==> config.mk <==
export PLATFORM = sky130hd
export DESIGN_NAME = fragment_reassembler_core
export DESIGN_NICKNAME = d
export VERILOG_FILES = /design/src/rtl/frgr_pkg.sv /design/src/rtl/frgr_engine.sv /design/src/rtl/fragment_reassembler_core.sv
export SDC_FILE = /design/constraint.sdc
export NUM_CORES = 1
export LEC_CHECK = 0
export BUFFER_PORTS_ARGS = -buffer_cell sky130_fd_sc_hd__buf_2
export CAP_MARGIN = 20
export CORE_ASPECT_RATIO = 1.25
export CORE_MARGIN = 1
export CORE_UTILIZATION = 35
export DETAILED_ROUTE_END_ITERATION = 8
export SKIP_CTS_REPAIR_TIMING = 1
export SLEW_MARGIN = 20
export SYNTH_ARGS = -nofsm -noshare
export SYNTH_HDL_FRONTEND = slang
export SYNTH_SLANG_ARGS = --single-unit
==> constraint.sdc <==
create_clock -name clock -period 9.45 [get_ports clock]
set_input_delay 1.89 -clock clock [delete_from_list [all_inputs] [get_ports clock]]
set_output_delay 1.89 -clock clock [all_outputs]
set_load 0.05 [all_outputs]
==> src/rtl/frgr_pkg.sv <==
// shared types and constants of the fragment reassembler
package frgr_pkg;

   localparam int CHUNK_BYTES  = 256;
   localparam int MAX_MESSAGE  = 4096;

   localparam int SIZE_W  = 13;
   localparam int PSIZE_W = 16;
   localparam int LEN_W   = 9;
   localparam int POS_W   = 9;
   localparam int ADDR_W  = 12;
   localparam int TYPE_W  = 3;

   localparam logic [TYPE_W-1:0] CT_SINGLE = 3'd0;
   localparam logic [TYPE_W-1:0] CT_START  = 3'd1;
   localparam logic [TYPE_W-1:0] CT_CONT   = 3'd2;
   localparam logic [TYPE_W-1:0] CT_END    = 3'd3;

   localparam logic [SIZE_W-1:0] SIZE_RESET = SIZE_W'(4096);
   localparam logic [SIZE_W-1:0] SIZE_MAX   = SIZE_W'(MAX_MESSAGE);
   localparam logic [LEN_W-1:0]  CHUNK_LEN  = LEN_W'(CHUNK_BYTES);
   localparam logic [POS_W-1:0]  POS_SAT    = '1;

   typedef enum logic [2:0] {
      KIND_NONE    = 3'd0,
      KIND_SINGLE  = 3'd1,
      KIND_START   = 3'd2,
      KIND_CONT    = 3'd3,
      KIND_END     = 3'd4,
      KIND_IGNORED = 3'd5
   } kind_type;

   typedef struct packed {
      logic [TYPE_W-1:0]  chunk_type;
      logic [PSIZE_W-1:0] payload_len;
      logic [7:0]         byte_value;
      logic               first_byte;
      logic               last_byte;
   } req_item_type;

   typedef struct packed {
      logic              write_valid;
      logic [ADDR_W-1:0] write_address;
      logic [7:0]        write_data;
      logic              message_done;
      logic              chunk_ignored;
   } rsp_item_type;

endpackage

==> src/rtl/frgr_engine.sv <==
// reassembly state and per-byte decision logic
module frgr_engine (
   input  logic                            clock,
   input  logic                            reset,
   input  logic                            step,
   input  logic [frgr_pkg::SIZE_W-1:0]     buffer_size,
   input  frgr_pkg::req_item_type          item,
   output frgr_pkg::rsp_item_type          result
);

   logic [frgr_pkg::SIZE_W-1:0] offset_ff, offset_in;
   logic                        armed_ff, armed_in;
   logic [frgr_pkg::POS_W-1:0]  pos_ff, pos_in;
   logic [frgr_pkg::LEN_W-1:0]  copy_ff, copy_in;
   frgr_pkg::kind_type          kind_ff, kind_in;

   always_ff @(posedge clock) begin
      if (reset) begin
         offset_ff <= '0;
         armed_ff  <= 1'b0;
         pos_ff    <= '0;
         copy_ff   <= '0;
         kind_ff   <= frgr_pkg::KIND_NONE;
      end else if (step) begin
         offset_ff <= offset_in;
         armed_ff  <= armed_in;
         pos_ff    <= pos_in;
         copy_ff   <= copy_in;
         kind_ff   <= kind_in;
      end
   end

   always_comb begin
      logic [frgr_pkg::SIZE_W-1:0] size;
      logic [frgr_pkg::LEN_W-1:0]  actual;
      logic [frgr_pkg::SIZE_W-1:0] room;
      logic [frgr_pkg::POS_W-1:0]  pos;
      logic [frgr_pkg::LEN_W-1:0]  copy;
      frgr_pkg::kind_type          kind;

      size   = (buffer_size > frgr_pkg::SIZE_MAX) ? frgr_pkg::SIZE_MAX : buffer_size;
      actual = (item.payload_len != '0 &&
                item.payload_len <= frgr_pkg::PSIZE_W'(frgr_pkg::CHUNK_BYTES))
               ? item.payload_len[frgr_pkg::LEN_W-1:0] : frgr_pkg::CHUNK_LEN;
      room   = (offset_ff < size) ? size - offset_ff : '0;

      offset_in = offset_ff;
      armed_in  = armed_ff;
      pos       = pos_ff;
      copy      = copy_ff;
      kind      = kind_ff;
      result    = '0;

      // a first mark opens a new chunk, dropping any open one
      if (item.first_byte) begin
         pos  = '0;
         copy = '0;
         kind = frgr_pkg::KIND_IGNORED;
         if (size != '0) begin
            case (item.chunk_type)
               frgr_pkg::CT_SINGLE: begin
                  kind = frgr_pkg::KIND_SINGLE;
                  copy = (size < frgr_pkg::SIZE_W'(actual)) ? size[frgr_pkg::LEN_W-1:0]
                                                            : actual;
               end
               frgr_pkg::CT_START: begin
                  offset_in = '0;
                  armed_in  = 1'b1;
                  kind      = frgr_pkg::KIND_START;
                  copy = (size < frgr_pkg::SIZE_W'(actual)) ? size[frgr_pkg::LEN_W-1:0]
                                                            : actual;
               end
               frgr_pkg::CT_CONT, frgr_pkg::CT_END: begin
                  if (armed_ff) begin
                     kind = (item.chunk_type == frgr_pkg::CT_CONT) ? frgr_pkg::KIND_CONT
                                                                   : frgr_pkg::KIND_END;
                     copy = (room < frgr_pkg::SIZE_W'(actual)) ? room[frgr_pkg::LEN_W-1:0]
                                                               : actual;
                  end
               end
               default: begin
               end
            endcase
         end
      end

      if (kind == frgr_pkg::KIND_IGNORED) begin
         result.chunk_ignored = 1'b1;
      end else if (kind != frgr_pkg::KIND_NONE) begin
         if (pos < copy) begin
            result.write_valid = 1'b1;
            result.write_data  = item.byte_value;
            if (kind == frgr_pkg::KIND_SINGLE) begin
               result.write_address = frgr_pkg::ADDR_W'(pos);
            end else begin
               result.write_address = offset_in[frgr_pkg::ADDR_W-1:0];
               offset_in            = offset_in + 1'b1;
            end
         end
         if (pos != frgr_pkg::POS_SAT) begin
            pos = pos + 1'b1;
         end
      end

      if (item.last_byte) begin
         if (kind == frgr_pkg::KIND_SINGLE || kind == frgr_pkg::KIND_END) begin
            result.message_done = 1'b1;
         end else if ((kind == frgr_pkg::KIND_START || kind == frgr_pkg::KIND_CONT) &&
                      offset_in >= size) begin
            result.message_done = 1'b1;
         end
         kind = frgr_pkg::KIND_NONE;
      end

      if (result.message_done) begin
         offset_in = '0;
         armed_in  = 1'b0;
      end

      pos_in  = pos;
      copy_in = copy;
      kind_in = kind;
   end

endmodule

==> src/rtl/fragment_reassembler_core.sv <==
// top level of the byte-serial fragment reassembler
//
// channel  dir  handshake              payload
// req      in   req_tvalid/req_tready  tdata, tlast, tuser: one chunk byte
// rsp      out  rsp_tvalid/rsp_tready  tdata, tlast, tuser: store decision
// csr      in   csr_valid/csr_ready    csr_data: buffer_size
//
// one item per cycle while the result side is not stalled; an item enters the
// input register when it is accepted and its result is loaded from there into
// the result register, from which the rsp channel takes it
// reset clears the reassembly state and sets buffer_size to 4096
// a stalled result holds; the input register takes an item when it is empty
// or when its item moves on into the result register
module fragment_reassembler_core (
   input  logic                        clock,
   input  logic                        reset,
   input  logic                        req_tvalid,
   output logic                        req_tready,
   input  logic [23:0]                 req_tdata,  // payload_len, byte_value
   input  logic                        req_tlast,
   input  logic [3:0]                  req_tuser,  // chunk_type, first_byte
   output logic                        rsp_tvalid,
   input  logic                        rsp_tready,
   output logic [23:0]                 rsp_tdata,  // write_address, write_data, zero pad
   output logic                        rsp_tlast,
   output logic [1:0]                  rsp_tuser,  // write_valid, chunk_ignored
   input  logic                        csr_valid,
   output logic                        csr_ready,
   input  logic [frgr_pkg::SIZE_W-1:0] csr_data
);

   logic                        in_valid_ff, in_valid_in;
   frgr_pkg::req_item_type      in_item_ff, in_item_in;
   logic                        out_valid_ff, out_valid_in;
   frgr_pkg::rsp_item_type      out_item_ff;
   frgr_pkg::rsp_item_type      step_result;
   logic [frgr_pkg::SIZE_W-1:0] size_ff, size_in;
   logic                        out_free;
   logic                        advance;

   assign out_free   = !out_valid_ff || rsp_tready;
   assign advance    = in_valid_ff && out_free;
   assign req_tready = !in_valid_ff || out_free;
   assign csr_ready  = 1'b1;

   always_comb begin
      in_item_in.payload_len = req_tdata[15:0];
      in_item_in.byte_value  = req_tdata[23:16];
      in_item_in.chunk_type  = req_tuser[2:0];
      in_item_in.first_byte  = req_tuser[3];
      in_item_in.last_byte   = req_tlast;
      in_valid_in  = req_tready ? req_tvalid : in_valid_ff;
      out_valid_in = out_free ? in_valid_ff : out_valid_ff;
      size_in      = csr_valid ? csr_data : size_ff;
   end

   always_ff @(posedge clock) begin
      if (reset) begin
         in_valid_ff  <= 1'b0;
         out_valid_ff <= 1'b0;
         size_ff      <= frgr_pkg::SIZE_RESET;
      end else begin
         in_valid_ff  <= in_valid_in;
         out_valid_ff <= out_valid_in;
         size_ff      <= size_in;
      end
   end

   always_ff @(posedge clock) begin
      if (req_tready) begin
         in_item_ff <= in_item_in;
      end
      if (advance) begin
         out_item_ff <= step_result;
      end
   end

   frgr_engine u_engine (
      .clock       (clock),
      .reset       (reset),
      .step        (advance),
      .buffer_size (size_ff),
      .item        (in_item_ff),
      .result      (step_result)
   );

   assign rsp_tvalid = out_valid_ff;
   assign rsp_tdata  = {4'b0000, out_item_ff.write_data, out_item_ff.write_address};
   assign rsp_tlast  = out_item_ff.message_done;
   assign rsp_tuser  = {out_item_ff.chunk_ignored, out_item_ff.write_valid};

endmodule

### Word-level counts from Yosys, hierarchy flattened

Cells that the tools add are included.
Widths: inputs -> output; s select.

| storage, ports and cells | value |
|---|---|
| register bits after elaboration | 102 |
| bits of input ports | 47 |
| word-level logic and storage cells | 99 |

| cells by class | value |
|---|---|
| $add $sub $neg | 3 |
| order comparisons | 7 |
| eq/ne operators | 9 |
| mux-type cells | 37 |
| bitwise logic cells | 2 |
| reduce and logical (&&, ||, !) cells | 22 |

Operators with widths:

| kind | count |
|---|---|
| $mux 13 | 10 |
| $mux 9 | 10 |
| $lt 13x9->1 | 2 |
| $mux 21 | 1 |
| $pmux 9 s2 | 1 |
| $le 16x9->1 const B | 1 |
| $reduce_bool 16->1 | 1 |
| $mux 3 | 5 |
| $add 13x1->13 const B | 1 |
| $ge 13x13->1 | 1 |
| $gt 13x13->1 const B | 1 |
| $lt 13x13->1 | 1 |
| $reduce_bool 13->1 | 1 |
| $sub 13x13->13 | 1 |
| $eq 3x2->1 const B | 4 |
| $mux 12 | 1 |
| $add 9x1->9 const B | 1 |
| $lt 9x9->1 | 1 |
| $ne 9x9->1 const B | 1 |
| $pmux 3 s3 | 1 |
| $mux 1 | 8 |
| $eq 3x1->1 const B | 2 |
| $eq 3x3->1 const B | 2 |
| $reduce_bool 2->1 | 3 |
| other kinds (10) | 19 |

### Depth between registers and ports, before layout

| depth | value |
|---|---|
| depth after elaboration | 21 |
| depth in mapped cells | 47 |
| gate-level depth less buffers | 42 |

### Cells and area by module

Synthesis repeated with hierarchy kept, for this count alone.

| unflattened totals | value |
|---|---|
| cell total of the unflattened synthesis | 775 |
| area, all modules | 6,916.6 um^2 |

By module, submodules not included:

| module | times used | cells each | area each (um^2) | seq. area each (um^2) |
|---|---|---|---|---|
| frgr_engine | 1 | 665 | 4,755.8 | 700.7 |
| fragment_reassembler_core | 1 | 110 | 2,160.8 | 1,861.8 |

### Worst setup path before layout

No wires, ideal clock.

| timing path | value |
|---|---|
| path type | register to register |
| from | register size_ff[12] (netlist bit) |
| to | register u_engine.offset_ff[11] (netlist bit) |
| data arrival time | 8.334 ns |
| data required time | 9.376 ns |
| slack | 1.041 ns |
| stages on the path, launching flop included | 45 |
| period minus slack after synthesis | 8.409 ns |
| cell sequence | dfxtp_1 inv_1 clkbuf_1 nand2_1 inv_1 ha_1 a21oi_1 o21ai_0 nand3_1 nand2_1 o22ai_1 or3_1 inv_1 ha_1 a21o_1 a21o_1 a21oi_1 o221ai_2 [... 9 more ...] nor3_1 a21boi_1 and2_4 buf_6 buf_6 nand2_1 xor2_1 ha_1 or3_1 a211oi_1 o21ai_0 a211oi_1 o311ai_0 a311oi_2 inv_1 nor2_1 a41oi_1 a31oi_1 |

| between the ends | value |
|---|---|
| longest elaborated chain between the ends | 20 |
| elaborated cells between the ends (all ways) | 38 |
| those cells by class | add/sub: 2; order compare: 6; eq/ne: 5; mux: 20; reduce/logical: 5 |

Ends and longest elaborated chain:

| item | line | RTL |
|---|---|---|
| start: declaration | fragment_reassembler_core.sv:37 | `logic [frgr_pkg::SIZE_W-1:0] size_ff, size_in;` |
| start signal: assignment | fragment_reassembler_core.sv:61 | `size_ff <= frgr_pkg::SIZE_RESET;` |
| start signal: assignment | fragment_reassembler_core.sv:65 | `size_ff <= size_in;` |
| $gt 13x13->1 | frgr_engine.sv:41 | `size = (buffer_size > frgr_pkg::SIZE_MAX) ? frgr_pkg::SIZE_MAX : buffer_size;` |
| $mux 13 (*) | frgr_engine.sv:41 |  |
| $sub 13x13->13 or $lt 13x13->1 (tied branches) | frgr_engine.sv:45 | `room = (offset_ff < size) ? size - offset_ff : '0;` |
| $mux 13 | frgr_engine.sv:45 |  |
| $lt 13x9->1 | frgr_engine.sv:77 | `copy = (room < frgr_pkg::SIZE_W'(actual)) ? room[frgr_pkg::LEN_W-1:0]` |
| $mux 9 | frgr_engine.sv:77 |  |
| $mux 9 | frgr_engine.sv:74 | `if (armed_ff) begin` |
| $pmux 9 s2 | frgr_engine.sv:60 | `case (item.chunk_type)` |
| [... 4 more ...] | - |  |
| $mux 13 | frgr_engine.sv:89 | `end else if (kind != frgr_pkg::KIND_NONE) begin` |
| $mux 13 | frgr_engine.sv:87 | `if (kind == frgr_pkg::KIND_IGNORED) begin` |
| $ge 13x13->1 | frgr_engine.sv:109 | `offset_in >= size) begin` |
| $logic_and 1x1->1 | frgr_engine.sv:108 | `end else if ((kind == frgr_pkg::KIND_START \|\| kind == frgr_pkg::KIND_CONT) &&` |
| $mux 1 | frgr_engine.sv:108 |  |
| $mux 1 | frgr_engine.sv:106 | `if (kind == frgr_pkg::KIND_SINGLE \|\| kind == frgr_pkg::KIND_END) begin` |
| $mux 1 | frgr_engine.sv:105 | `if (item.last_byte) begin` |
| $mux 13 (*) | frgr_engine.sv:115 | `if (result.message_done) begin` |
| end signal: assignment | frgr_engine.sv:25 | `offset_ff <= offset_in;` |
| end: declaration | frgr_engine.sv:11 | `logic [frgr_pkg::SIZE_W-1:0] offset_ff, offset_in;` |

Every way passes the cells marked *; elsewhere a longest branch is shown, timed or not.
A chain may end at the register's enable or synchronous reset.

### Worst setup path after layout

| timing path | value |
|---|---|
| from | register size_ff[12] (netlist bit) |
| to | register u_engine.offset_ff[7] (netlist bit) |

Same word-level chain as after synthesis.

==> summary.txt <==
Global route
  • Wire length of the first global-routing pass: 29,000 um
  • Gr usage total: 0.189
  • Vias in the first global route: 5,464
  • GRT Residual Overflow: 0
  • Largest net degree at the start of global routing: 33
  • Initial antenna violation count: 0

Floorplan
  • Row count: 56
  • Boundary pin count: 77
  • Core Area: 18,800 sq um
  • Die Ht: 158 um
  • DIE AREA: 20,000 sq um
  • Initial Util: 0.360
  • Die width: 127 um

Synthesis
  • Post-synthesis mux area share: 0.0284
  • Synth Area in XOR/XNOR: 0.0207
  • Synth warn: 0
  • Synth Cell Area: 6790 sq um
  • Post-Synth Adder-Cell Area: 0.101
  • Yosys reg bits: 102
  • Syn avg cell area: 8.71 sq um
  • Largest family of logic cells by synthesized area: simple AND/OR/NAND/NOR gates
  • Synth Instances: 779
  • Number of synthesized flops with an enable pin: 52
  • Yosys cell types: 78
  • Ys async rst share: 0
  • Sequential-to-total area share from yosys stat: 0.378
  • Most used DFF post-synth: edfxtp_1
  • Post-synthesis compound-gate area fraction: 0.202
  • Synth Area in Simple Gates: 0.220

Timing
  • Final worst path period need: 8.95 ns
  • Final count of pins violating max slew: 0
  • Rel. slew slack: 0.439
  • Max Fclk: 0.112 GHz
  • Setup violators final: 0
  • Setup ws final: 0.499 ns
  • Worst hold slack: 0.480 ns
  • Worst slew pin tran: 0.842 ns
  • Clock Skew: 0.0156 ns
  • Tcrit/Tclk final: 0.947
  • Final Hold Fails: 0

Power and ir drop
  • Switching power total: 314 uW
  • Seq pwr share: 0.472
  • Combinational power share: 0.171
  • P_int: 731 uW
  • Clock power share: 0.357
  • Worst VDD drop: 0.0855 mV
  • Sw Ratio: 0.300
  • Pwr dens: 135 nW/um^2
  • LEAKAGE: 0.00321 uW

Layout
  • # fillers: 1,902
  • ANT cells: 0
  • Commonest non-fill, non-tap cells in the layout: nand2_1 (89), buf_2 (72), nor2_1 (65)
  • Commonest non-fill, non-tap cell in the layout: nand2_1
  • Non-filler cells, final: 1,089
  • Share of cells above drive strength 1: 0.156
  • Util after Layout: 0.412
  • Area growth, synth to finish: 14.4%
  • Layout Nets: 953

Clock tree
  • Clock slew seen by the registers of the worst setup and hold paths: 0.07 ns
  • Max clock buf depth: 2
  • Clk sinks: 102
  • CTS tree: built
  • H-Tree Depth: 3
  • Root Buffer: clkbuf_16
  • Worst skew pair latency: 0.36 ns
  • Total CTS buffers: 9

Placed design
  • Post-Place Cells: 1,063
  • Routability Congestion: 0.956
  • Place WS: 0.0914 ns
  • Post-DP HPWL: 14,400 um
  • Number of buffers added on ports: 71

Detailed routing
  • Wire per inst: 17.3 um
  • Drt drc: 0
  • Final wirelength: 18,800 um
  • Vias: 5,957
  • Avg Vias per Cell: 5.47
  • DRT iter0 DRCs: 417
  • First-pass iteration count of the detailed router: 5
  • Antenna-violating nets left: 0

Critical path
  • Largest stage delay on the critical path: 0.44 ns
  • CP arrival: 9.21 ns
  • Setup CP Type: flop to flop
  • CP dominant cell by count: a21o_1
  • Crit Path Max Fanout: 8
  • Buf/Inv on CP: 5
  • Cell family with most CP delay: compound AO/OA/AOI/OAI gates
  • Slowest CP cell: dfxtp_1
  • Crit path launch type: flop
  • Crit end category: flop
  • Critical Path RT: 9.71 ns

Hold path
  • Worst Hold Class: flop to flop

Outcome
  • Outcome: finished clean

Run
  • Max-Cap Viols: 0
-- cells in the mapped netlist (15+ instances only) --
cell / instances / share of area
and2_1: 16 / 0.015
edfxtp_1: 52 / 0.23
inv_1: 42 / 0.023
nor3_1: 19 / 0.014
o21ai_0: 51 / 0.038
ha_1: 53 / 0.098
a21oi_1: 58 / 0.043
a21o_1: 16 / 0.018
mux2i_1: 17 / 0.025
nand3_1: 31 / 0.023
dfxtp_1: 50 / 0.15
nand2_1: 90 / 0.050
nor2_1: 66 / 0.037
and3_1: 15 / 0.014
nor2b_1: 15 / 0.014
-- power by group through the flow --
| stage | Clock (uW) | Sequential [uW] | Combinational (uW) |
|---|---|---|---|
| after floorplan | 0 | 515 | 110 |
| after global placement | 0 | 503 | 165 |
| after detailed placement | 0 | 503 | 165 |
| after CTS | 381 | 493 | 166 |
| after global routing | 398 | 495 | 194 |
| final | 373 | 493 | 179 |
-- path summary, 6_finish.rpt --
kind / startpoint / end / slack (ns) / depth (start not counted)
worst max-delay path: size_ff[12]$_SDFFE_PP1P_ / u_engine.offset_ff[7]$_SDFFE_PP0P_ / 0.50 / 42
worst min-delay path: u_engine.offset_ff[9]$_SDFFE_PP0P_ / u_engine.offset_ff[9]$_SDFFE_PP0P_ / 0.48 / 2
worst max register to register: size_ff[12]$_SDFFE_PP1P_ / u_engine.offset_ff[7]$_SDFFE_PP0P_ / 0.50 / 42
worst min register to register: u_engine.offset_ff[9]$_SDFFE_PP0P_ / u_engine.offset_ff[9]$_SDFFE_PP0P_ / 0.48 / 2
-- per-layer routing --
| metal | track usage | vias to the layer above | part of all wire |
|---|---|---|---|
| li1 | - | 2982 | - |
| met1 | 0.230 | 2771 | 0.43 |
| met2 | 0.324 | 168 | 0.49 |
| met3 | 0.0257 | 36 | 0.039 |
| met4 | 0.104 | 0 | 0.038 |
| met5 | 0 | - | 0 |
-- per-stage QoR --
step                      power (uW)  cell area (sq um)  setup TNS, ns
after global placement           668               7330              0
final                           1040               7760              0
after CTS                       1040               7630              0
after global routing            1090               7760        -0.0147
after detailed placement         668               7330              0
after floorplan                  625               6800              0
-- logic make-up (layout without fill, tap and decap cells) --
| group | Yosys count | in the layout |
|---|---|---|
| AND/OR/NAND/NOR | 303 | 304 |
| other | 2 | 5 |
| XOR/XNOR | 16 | 16 |
| buffers and inverters | 75 | 149 |
| flip-flops | 102 | 102 |
| adder cells (fa/ha/maj) | 54 | 54 |
| AO/OA/AOI/OAI | 208 | 208 |
| multiplexers | 19 | 19 |
-- area by class of cell --
cell class | count | area, sq um | share of cell area
clock buffer | 9 | 225 | 0.0290
clock inverter | 7 | 66.3 | 0.00854
inverter | 45 | 173 | 0.0222
multi-input combinational | 606 | 3970 | 0.511
sequential | 102 | 2560 | 0.330
tap | 232 | 290 | 0.0374
timing repair buffer | 88 | 480 | 0.0619
-- registers in the layout, summed over array words and instances (netlist names) --
| name | cells |
|---|---|
| rsp_tuser | 2 |
| u_engine.armed_ff | 1 |
| rsp_tvalid | 1 |
| u_engine.offset_ff | 13 |
| in_valid_ff | 1 |
| u_engine.pos_ff | 9 |
| rsp_tdata | 20 |
| u_engine.kind_ff | 3 |
| in_item_ff | 29 |
| u_engine.copy_ff | 9 |
| size_ff | 13 |
| rsp_tlast | 1 |
-- worst min-delay path: cells and delay by family (launching register included) --
kind | cells | cell delay [ns]
and+or+nand+nor | 2 | 0.11
DFF | 1 | 0.32
(Power assumes the default switching activity.)
